**config.mk**
```make
export PLATFORM = sky130hd
export DESIGN_NAME = rational_arith_gcd_reduce_flat
export DESIGN_NICKNAME = d
export VERILOG_FILES = /design/src/rtl/rag_pkg.sv /design/src/rtl/rag_if.sv /design/src/rtl/rag_datapath.sv /design/src/rtl/rag_ctrl.sv /design/src/rtl/rational_arith_gcd_reduce.sv /design/src/flat_wrapper.sv
export SDC_FILE = /design/constraint.sdc
export NUM_CORES = 2
export LEC_CHECK = 0
export ABC_AREA = 1
export BUFFER_PORTS_ARGS = -buffer_cell sky130_fd_sc_hd__buf_4
export CORE_UTILIZATION = 41
export DETAILED_ROUTE_END_ITERATION = 8
export SYNTH_ARGS = -nofsm -noshare
export SYNTH_HDL_FRONTEND = slang
export SYNTH_SLANG_ARGS = --single-unit
```
**constraint.sdc**
```tcl
create_clock -name clk -period 12.2 [get_ports clk]
set_clock_uncertainty 0.15 [all_clocks]
set_input_delay 0.61 -clock clk [delete_from_list [all_inputs] [get_ports clk]]
set_output_delay 0.61 -clock clk [all_outputs]
set_load 0.05 [all_outputs]
```
**src/rtl/rag_pkg.sv**
```systemverilog
// Shared types, constants and codes for the rational gcd-reduce block.
// No dependencies.
`default_nettype none
package rag_pkg;
  localparam int OPERAND_WIDTH_DEF = 32;
  localparam int FIELD_W = 32;
  localparam int MAG_W = 64;

  localparam logic [1:0] ACT_ADD = 2'd0;
  localparam logic [1:0] ACT_SUB = 2'd1;
  localparam logic [1:0] ACT_MUL = 2'd2;
  localparam logic [1:0] ACT_DIV = 2'd3;

  localparam logic [1:0] ST_OK = 2'd0;
  localparam logic [1:0] ST_ZDEN = 2'd1;
  localparam logic [1:0] ST_DIVZ = 2'd2;
  localparam logic [1:0] ST_OVF = 2'd3;

  // Datapath command codes.
  localparam logic [2:0] OP_NONE = 3'd0;
  localparam logic [2:0] OP_LOAD = 3'd1;
  localparam logic [2:0] OP_MUL0 = 3'd2;
  localparam logic [2:0] OP_MUL1 = 3'd3;
  localparam logic [2:0] OP_COMB = 3'd4;
  localparam logic [2:0] OP_GSTART = 3'd5;
  localparam logic [2:0] OP_DSTART = 3'd6;
  localparam logic [2:0] OP_STEP = 3'd7;

  // The div_den flag selects the denominator division on DSTART and STEP.
  // With MUL1 it selects the cross product, and with GSTART it continues the
  // Euclid loop from the current pair instead of starting from the fraction.
  typedef struct packed {
    logic [2:0] op;
    logic       div_den;
  } rag_cmd_t;

  typedef struct packed {
    logic       zden;
    logic       divz;
    logic       q_zero;
    logic       div_done;
  } rag_stat_t;
endpackage
`default_nettype wire

```
**src/rtl/rag_if.sv**
```systemverilog
// Valid/ready channel interfaces for operand and result words.
`default_nettype none
interface rag_in_if;
  logic        valid;
  logic        ready;
  logic [1:0]  action;
  logic [31:0] a_num;
  logic [31:0] a_den;
  logic [31:0] b_num;
  logic [31:0] b_den;
  modport source(output valid, action, a_num, a_den, b_num, b_den, input ready);
  modport sink(input valid, action, a_num, a_den, b_num, b_den, output ready);
endinterface

interface rag_out_if;
  logic        valid;
  logic        ready;
  logic [31:0] res_num;
  logic [31:0] res_den;
  logic [1:0]  status;
  modport source(output valid, res_num, res_den, status, input ready);
  modport sink(input valid, res_num, res_den, status, output ready);
endinterface
`default_nettype wire

```
**src/rtl/rag_datapath.sv**
```systemverilog
// Datapath: sign/magnitude operands, products, Euclid remainder and restoring
// divider sharing one bit-serial unit. Depends on rag_pkg.
`default_nettype none
module rag_datapath #(
  parameter int OPERAND_WIDTH = rag_pkg::OPERAND_WIDTH_DEF
) (
  input  wire logic              clk,
  input  wire logic [1:0]        action,
  input  wire logic [31:0]       a_num,
  input  wire logic [31:0]       a_den,
  input  wire logic [31:0]       b_num,
  input  wire logic [31:0]       b_den,
  input  wire rag_pkg::rag_cmd_t cmd,
  output rag_pkg::rag_stat_t     stat,
  output logic [31:0]            res_num,
  output logic [31:0]            res_den,
  output logic                   ovf
);
  import rag_pkg::*;
  localparam int W = OPERAND_WIDTH;
  localparam int SW = $clog2(MAG_W + 1);

  logic [1:0]   act;
  logic [W-1:0] anm, adm, bnm, bdm;
  logic         ans, ads, bns, bds;
  logic [MAG_W-1:0] p0, p1, dm, nm;
  logic         p0s, p1s, ns, ds;
  logic [MAG_W-1:0] gp, gq, rem, quo, dvs, nq, dq;
  logic [SW-1:0] cnt;

  function automatic logic [W-1:0] fmag(input logic [31:0] v);
    logic [W-1:0] x;
    x = v[W-1:0];
    fmag = x[W-1] ? (~x + 1'b1) : x;
  endfunction

  // Multiplier operand select: step 0 forms p0, step 1 forms the denominator,
  // and step 1 with the flag set forms the cross product p1.
  logic [W-1:0] ma, mb;
  logic         msg;
  always_comb begin
    ma = anm; mb = bdm; msg = ans ^ bds;
    if (cmd.op == OP_MUL0) begin
      if (act == ACT_MUL) begin
        mb = bnm; msg = ans ^ bns;
      end
    end else if (cmd.div_den) begin
      ma = adm; mb = bnm; msg = ads ^ bns;
    end else begin
      ma = adm; mb = (act == ACT_MUL || act == ACT_ADD || act == ACT_SUB) ? bdm : bnm;
      msg = ads ^ ((act == ACT_DIV) ? bns : bds);
    end
  end
  logic [MAG_W-1:0] mprod;
  assign mprod = MAG_W'(ma) * MAG_W'(mb);

  // Bit-serial remainder/quotient step over the shared divisor.
  logic [MAG_W:0]   trial;
  logic [MAG_W-1:0] dsrc;
  assign dsrc = quo;
  assign trial = {rem, dsrc[MAG_W-1]} - {1'b0, dvs};

  logic [MAG_W-1:0] cross_s;
  logic cross_n;
  always_comb begin
    logic q1s;
    q1s = (act == ACT_SUB) ? ~p1s : p1s;
    if (p1 == '0) q1s = 1'b0;
    if (p0s == q1s) begin
      cross_s = p0 + p1; cross_n = p0s;
    end else if (p0 >= p1) begin
      cross_s = p0 - p1; cross_n = p0s;
    end else begin
      cross_s = p1 - p0; cross_n = q1s;
    end
  end

  always_ff @(posedge clk) begin
    unique case (cmd.op)
      OP_LOAD: begin
        act <= action;
        anm <= fmag(a_num); ans <= a_num[W-1];
        adm <= fmag(a_den); ads <= a_den[W-1];
        bnm <= fmag(b_num); bns <= b_num[W-1];
        bdm <= fmag(b_den); bds <= b_den[W-1];
      end
      OP_MUL0: begin
        p0 <= mprod; p0s <= msg && (mprod != '0);
      end
      OP_MUL1: begin
        if (cmd.div_den) begin
          p1 <= mprod; p1s <= msg && (mprod != '0);
        end else begin
          dm <= mprod; ds <= msg;
        end
      end
      OP_COMB: begin
        if (act == ACT_MUL || act == ACT_DIV) begin
          nm <= p0; ns <= p0s;
        end else begin
          nm <= cross_s; ns <= cross_n && (cross_s != '0);
        end
      end
      OP_GSTART: begin
        if (cmd.div_den) begin
          quo <= gp; dvs <= gq;
        end else begin
          gp <= nm; gq <= dm;
          quo <= nm; dvs <= dm;
        end
        rem <= '0; cnt <= '0;
      end
      OP_DSTART: begin
        quo <= cmd.div_den ? dm : nm; dvs <= gp; rem <= '0; cnt <= '0;
      end
      OP_STEP: begin
        if (!trial[MAG_W]) begin
          rem <= trial[MAG_W-1:0]; quo <= {quo[MAG_W-2:0], 1'b1};
        end else begin
          rem <= {rem[MAG_W-2:0], quo[MAG_W-1]}; quo <= {quo[MAG_W-2:0], 1'b0};
        end
        cnt <= cnt + 1'b1;
        if (cnt == SW'(MAG_W - 1)) begin
          // One Euclid remainder finished: rotate unless this was a divide.
          if (!cmd.div_den && stat.q_zero == 1'b0 && dvs == gq) begin
            gp <= gq;
            gq <= trial[MAG_W] ? {rem[MAG_W-2:0], quo[MAG_W-1]} : trial[MAG_W-1:0];
          end
        end
      end
      default: ;
    endcase
  end

  logic [MAG_W-1:0] qfin;
  assign qfin = trial[MAG_W] ? {quo[MAG_W-2:0], 1'b0} : {quo[MAG_W-2:0], 1'b1};
  always_ff @(posedge clk) begin
    if (cmd.op == OP_STEP && cnt == SW'(MAG_W - 1)) begin
      if (cmd.div_den) dq <= qfin; else if (dvs != gq) nq <= qfin;
    end
  end

  assign stat.zden = (adm == '0) || (bdm == '0);
  assign stat.divz = (act == ACT_DIV) && (bnm == '0);
  assign stat.q_zero = (gq == '0);
  assign stat.div_done = (cnt == SW'(MAG_W - 1));

  localparam logic [MAG_W-1:0] LIM = MAG_W'(1) << (W - 1);
  logic nneg, dneg;
  assign nneg = ns && (nq != '0);
  assign dneg = ds && (dq != '0);
  assign ovf = (nneg ? nq > LIM : nq >= LIM) || (dneg ? dq > LIM : dq >= LIM);
  assign res_num = nneg ? 32'(-nq) : nq[31:0];
  assign res_den = dneg ? 32'(-dq) : dq[31:0];
endmodule
`default_nettype wire

```
**src/rtl/rag_ctrl.sv**
```systemverilog
// Controller: sequences load, products, Euclid loop and the two divisions.
// Depends on rag_pkg.
`default_nettype none
module rag_ctrl (
  input  wire logic               clk,
  input  wire logic               rst,
  input  wire logic               in_valid,
  output logic                    in_ready,
  output logic                    out_valid,
  input  wire logic               out_ready,
  input  wire rag_pkg::rag_stat_t stat,
  input  wire logic               ovf,
  output rag_pkg::rag_cmd_t       cmd,
  output logic [1:0]              status
);
  import rag_pkg::*;
  localparam logic [3:0] S_IDLE = 4'd0, S_CHK = 4'd1, S_M0 = 4'd2, S_M1 = 4'd3,
    S_CMB = 4'd4, S_GS = 4'd5, S_GL = 4'd6, S_GT = 4'd7, S_NS = 4'd8,
    S_NL = 4'd9, S_DS = 4'd10, S_DL = 4'd11, S_FIN = 4'd12, S_OUT = 4'd13,
    S_M2 = 4'd14;
  logic [3:0] state, state_next;
  logic [1:0] st_next;

  assign in_ready = (state == S_IDLE);
  assign out_valid = (state == S_OUT);

  always_comb begin
    state_next = state; st_next = status; cmd = '{op: OP_NONE, div_den: 1'b0};
    unique case (state)
      S_IDLE: if (in_valid) begin cmd.op = OP_LOAD; state_next = S_CHK; end
      S_CHK: begin
        if (stat.zden) begin st_next = ST_ZDEN; state_next = S_OUT; end
        else if (stat.divz) begin st_next = ST_DIVZ; state_next = S_OUT; end
        else begin st_next = ST_OK; state_next = S_M0; end
      end
      S_M0: begin cmd.op = OP_MUL0; state_next = S_M1; end
      S_M1: begin cmd.op = OP_MUL1; state_next = S_M2; end
      S_M2: begin cmd = '{op: OP_MUL1, div_den: 1'b1}; state_next = S_CMB; end
      S_CMB: begin cmd.op = OP_COMB; state_next = S_GS; end
      S_GS: begin cmd.op = OP_GSTART; state_next = S_GL; end
      S_GL: begin
        cmd.op = OP_STEP;
        if (stat.div_done) state_next = S_GT;
      end
      // After a remainder, gq holds the new remainder; restart or finish.
      S_GT: begin
        if (stat.q_zero) state_next = S_NS;
        else begin cmd = '{op: OP_GSTART, div_den: 1'b1}; state_next = S_GL; end
      end
      S_NS: begin cmd.op = OP_DSTART; state_next = S_NL; end
      S_NL: begin cmd.op = OP_STEP; if (stat.div_done) state_next = S_DS; end
      S_DS: begin cmd = '{op: OP_DSTART, div_den: 1'b1}; state_next = S_DL; end
      S_DL: begin
        cmd = '{op: OP_STEP, div_den: 1'b1};
        if (stat.div_done) state_next = S_FIN;
      end
      S_FIN: begin if (ovf) st_next = ST_OVF; state_next = S_OUT; end
      S_OUT: if (out_ready) state_next = S_IDLE;
      default: state_next = S_IDLE;
    endcase
  end

  always_ff @(posedge clk) begin
    if (rst) begin
      state <= S_IDLE; status <= ST_OK;
    end else begin
      state <= state_next; status <= st_next;
    end
  end
endmodule
`default_nettype wire

```
**src/rtl/rational_arith_gcd_reduce.sv**
```systemverilog
// Rational add/sub/mul/div with Euclidean gcd reduction, one word at a time.
// Sequence per word: load and check, products, Euclid remainder steps, then
// the two quotient divisions, then the result is held until taken; error
// results go straight to the output. All share one 64-bit restoring
// divider, one bit a cycle. A new word is accepted only when idle.
// Synchronous active-high reset returns the controller to idle.
`default_nettype none
module rational_arith_gcd_reduce #(
  parameter int OPERAND_WIDTH = rag_pkg::OPERAND_WIDTH_DEF
) (
  input wire logic clk,
  input wire logic rst,
  rag_in_if.sink   in_ch,
  rag_out_if.source out_ch
);
  import rag_pkg::*;
  rag_cmd_t cmd;
  rag_stat_t stat;
  logic ovf;
  logic [1:0] status;
  logic [31:0] rn, rd;

  rag_ctrl u_ctrl (
    .clk, .rst, .in_valid(in_ch.valid), .in_ready(in_ch.ready),
    .out_valid(out_ch.valid), .out_ready(out_ch.ready),
    .stat, .ovf, .cmd, .status
  );
  rag_datapath #(.OPERAND_WIDTH(OPERAND_WIDTH)) u_dp (
    .clk, .action(in_ch.action), .a_num(in_ch.a_num), .a_den(in_ch.a_den),
    .b_num(in_ch.b_num), .b_den(in_ch.b_den), .cmd, .stat,
    .res_num(rn), .res_den(rd), .ovf
  );
  assign out_ch.status = status;
  assign out_ch.res_num = (status == ST_OK) ? rn : '0;
  assign out_ch.res_den = (status == ST_OK) ? rd : '0;

`ifndef SYNTHESIS
  a_excl: assert property (@(posedge clk) disable iff (rst)
    !(in_ch.ready && out_ch.valid)) else $error("input and output both open");
  a_den: assert property (@(posedge clk) disable iff (rst)
    (out_ch.valid && status == ST_OK) |-> out_ch.res_den != '0)
    else $error("zero denominator on ok result");
`endif
endmodule
`default_nettype wire
```
**src/flat_wrapper.sv**
```systemverilog
// flat-port wrapper written by rule: the top's interface ports become plain ports
module rational_arith_gcd_reduce_flat import rag_pkg::*;
#(
  parameter int OPERAND_WIDTH = rag_pkg::OPERAND_WIDTH_DEF
)
  (clk, rst, in_ch_valid, in_ch_action, in_ch_a_num, in_ch_a_den, in_ch_b_num, in_ch_b_den, in_ch_ready, out_ch_valid, out_ch_res_num, out_ch_res_den, out_ch_status, out_ch_ready);
  rag_in_if in_ch_i ();
  rag_out_if out_ch_i ();
  input wire logic clk;
  input wire logic rst;
  input wire logic [$bits(in_ch_i.valid)-1:0] in_ch_valid;
  input wire logic [$bits(in_ch_i.action)-1:0] in_ch_action;
  input wire logic [$bits(in_ch_i.a_num)-1:0] in_ch_a_num;
  input wire logic [$bits(in_ch_i.a_den)-1:0] in_ch_a_den;
  input wire logic [$bits(in_ch_i.b_num)-1:0] in_ch_b_num;
  input wire logic [$bits(in_ch_i.b_den)-1:0] in_ch_b_den;
  output wire logic [$bits(in_ch_i.ready)-1:0] in_ch_ready;
  output wire logic [$bits(out_ch_i.valid)-1:0] out_ch_valid;
  output wire logic [$bits(out_ch_i.res_num)-1:0] out_ch_res_num;
  output wire logic [$bits(out_ch_i.res_den)-1:0] out_ch_res_den;
  output wire logic [$bits(out_ch_i.status)-1:0] out_ch_status;
  input wire logic [$bits(out_ch_i.ready)-1:0] out_ch_ready;
  assign in_ch_i.valid = in_ch_valid;
  assign in_ch_i.action = in_ch_action;
  assign in_ch_i.a_num = in_ch_a_num;
  assign in_ch_i.a_den = in_ch_a_den;
  assign in_ch_i.b_num = in_ch_b_num;
  assign in_ch_i.b_den = in_ch_b_den;
  assign in_ch_ready = in_ch_i.ready;
  assign out_ch_valid = out_ch_i.valid;
  assign out_ch_res_num = out_ch_i.res_num;
  assign out_ch_res_den = out_ch_i.res_den;
  assign out_ch_status = out_ch_i.status;
  assign out_ch_i.ready = out_ch_ready;
  rational_arith_gcd_reduce #(.OPERAND_WIDTH(OPERAND_WIDTH)) u_core (.clk(clk), .rst(rst), .in_ch(in_ch_i), .out_ch(out_ch_i));
endmodule
```
==> metrics.yaml <==
hold_viol: 0
synth_warnings: 0
grt_pass1_vias: 86533
cts_inserted_buffers: 95
synth_area_leaders: "edfxtp_1 (27%), fa_1 (19%), nand2_1 (13%)"
grt_max_degree: 143
clk_latency_ps: 800
root_buffer: "clkbuf_16"
relSlewSlack_pct: 8.37
syn-instance-count: 12703
clockBufferDepth: 3
hold_depth: 2
synth_most_common_cell: "nand2_1"
end_kind: "flop"
netlist_top_cells_count: "nand2_1 (3,397), inv_1 (2,430), nor2_1 (1,479)"
viasPerCell: 5.42
ys_types: 58
die-area_mm2: 0.235
cp-start-kind: "flop"
min_to: "u_core.u_dp.bnm[25]"
die_h_um: 485
reg2reg_depth: 43
row_count: 176
synth_seq_cells: 855
cp.arrival_ps: 11740
cp_slowest_cell: "nor2_1"
core_area_mm2: 0.231
regToRegEndpoint: "u_core.u_dp.p0s"
cts_resized: 0
reg2reg_slack_ps: 820
fmax_mhz: 87.9
syn_area_mm2: 0.0957
fin_crit_sh_pct: 93.3
min_path_type: "in -> reg"
final.setup.tns_ps: 0
cts.sinks: 855
dp_hpwl_um: 344000
avgSynthCellArea_um2: 7.53
clkTransAtPathRegs_ps: 60
required_ps: 12560
hold_buffers: 77
post_cts_buffers: 0
port_buffers: 201
grt_usage_pct: 35.2
cts_htree_levels: 3
drcViolationCount: 0
antenna_found_initial: 20
die_w_um: 485
outcome: "finished, final reports clean"
async_flop_share_pct: 0
worst_slew_pin_slew_ps: 1370
syn_nets: 14261
crit_type: "reg -> reg"
seq_area_frac_synth_pct: 26.8
area_growth_syn_to_layout_pct: 11.5
maxCapViolations: 0
rr_startpoint: "u_core.u_dp.gq[60]"
n_fill_cell: 23375
tritoncts: "yes"
period_minus_slack_ps: 11380
ant_nets: 0
min-delay-start: "in_ch_b_num[25]"
crit_top_cell: "fa_1"
cp_max_fo: 25
grt_pass1_wl_um: 594000
io-pin-count: 202
cpPeakStageDelay_ps: 710
drtIter0Drc: 8651
synth-main-ff-cell: "edfxtp_1"
wl_per_cell_um: 25.8
nets: 14623
synth_top_area_share_pct: 26.6
dr.pass1.iters: 8
synth_edf_count: 849
overflow: 0
grt_setup_unrepaired: "no"
yosys.area.top_type: "edfxtp_1"
drt-total-wl_um: 418000
setup_viol: 0
gp_congestion: 1.07
num_vias: 87761
initial_core_util_pct: 41.4
drive_gt1_share_pct: 6.58
drv_slew: 0
## cells in the final DEF, fill, tap and decap left out, types with 114 or more instances in the layout
| cell | instances |
|---|---|
| nand3_1 | 388 |
| nor3_1 | 114 |
| edfxtp_1 | 849 |
| xor2_1 | 228 |
| inv_1 | 2425 |
| fa_1 | 900 |
| nand2_1 | 3392 |
| nand4_1 | 159 |
| o21ai_0 | 573 |
| a21oi_1 | 528 |
| nor2_1 | 1472 |
| ha_1 | 524 |
| buf_4 | 581 |
## cells by family (layout without fill, tap and decap cells)
group	count (synthesis)	after routing	synth area share (%)
muxes	32	32	0.335
xor gates and xnor gates	305	305	2.79
AOI/OAI and AO/OA	1521	1521	9.09
adders and majority gates	1424	1424	25.7
and+or+nand+nor	5681	5681	23.8
other	0	16	0
buffers and inverters	2885	3319	11.6
DFF	855	855	26.8
## through the flow
| stage | area [um2] | instances | hold WS (ps) | setup WS (ps) | util, % |
|---|---|---|---|---|---|
| 6_report | 107000 | 16179 | 61.7 | 817 | 46.2 |
| 5_1_grt | 107000 | 16167 | 37.8 | 495 | 46.2 |
| 4_1_cts | 107000 | 16163 | 0.0722 | 909 | 46.2 |
| 3_5_place_dp | 103000 | 15917 | 319 | 962 | 44.5 |
| 3_3_place_gp | 103000 | 15917 | 322 | 1070 | 44.5 |
| 2_1_floorplan | 95700 | 12703 | 296 | 1520 | - |
## cell type report
cell class | count | area (um2) | area share [%]
antenna | 16 | 40.0 | 0.0375
sequential | 855 | 25600 | 24.0
inverter | 2466 | 9260 | 8.68
timing repair buffer | 684 | 5650 | 5.30
clock buffer | 111 | 2440 | 2.29
clock inverter | 58 | 622 | 0.583
multi-input combinational | 8963 | 59200 | 55.5
tap | 3026 | 3790 | 3.55
## critical path: cells and delay by family, from the launching register on
kind / cells / cell delay, ps
buf+inv: 11 / 1790
flops: 1 / 400
mux: 1 / 280
compound gates: 2 / 320
xor+xnor: 1 / 300
fa+ha+maj: 9 / 4230
simple gates: 19 / 3580
## how the worst max path moves through the flow
stage	from	endpoint	cells after the start
floorplan	u_core.u_ctrl.state[0]	u_core.u_dp.act[0]	3
CTS	u_core.u_dp.gq[60]	u_core.u_dp.p0s	44
global route	u_core.u_dp.gq[58]	u_core.u_dp.p0s	45
detailed placement	u_core.u_dp.gq[27]	u_core.u_dp.p0s	42
global placement	u_core.u_dp.gq[27]	u_core.u_dp.p0s	43
finish	u_core.u_dp.gq[60]	u_core.u_dp.p0s	43
## metal layers
layer / vias to the layer above / GRT usage [%] / routed length (um)
met1: 42097 / 41.7 / 158000
met3: 1087 / 6.22 / 33100
met4: 12 / 29.4 / 41600
met5: - / 0 / 84
li1: 40435 / - / -
met2: 4130 / 55.8 / 185000
Power is left out: the tool's default activity adds up to more than one toggle a clock period on the data nets, which glitch-free logic cannot reach.
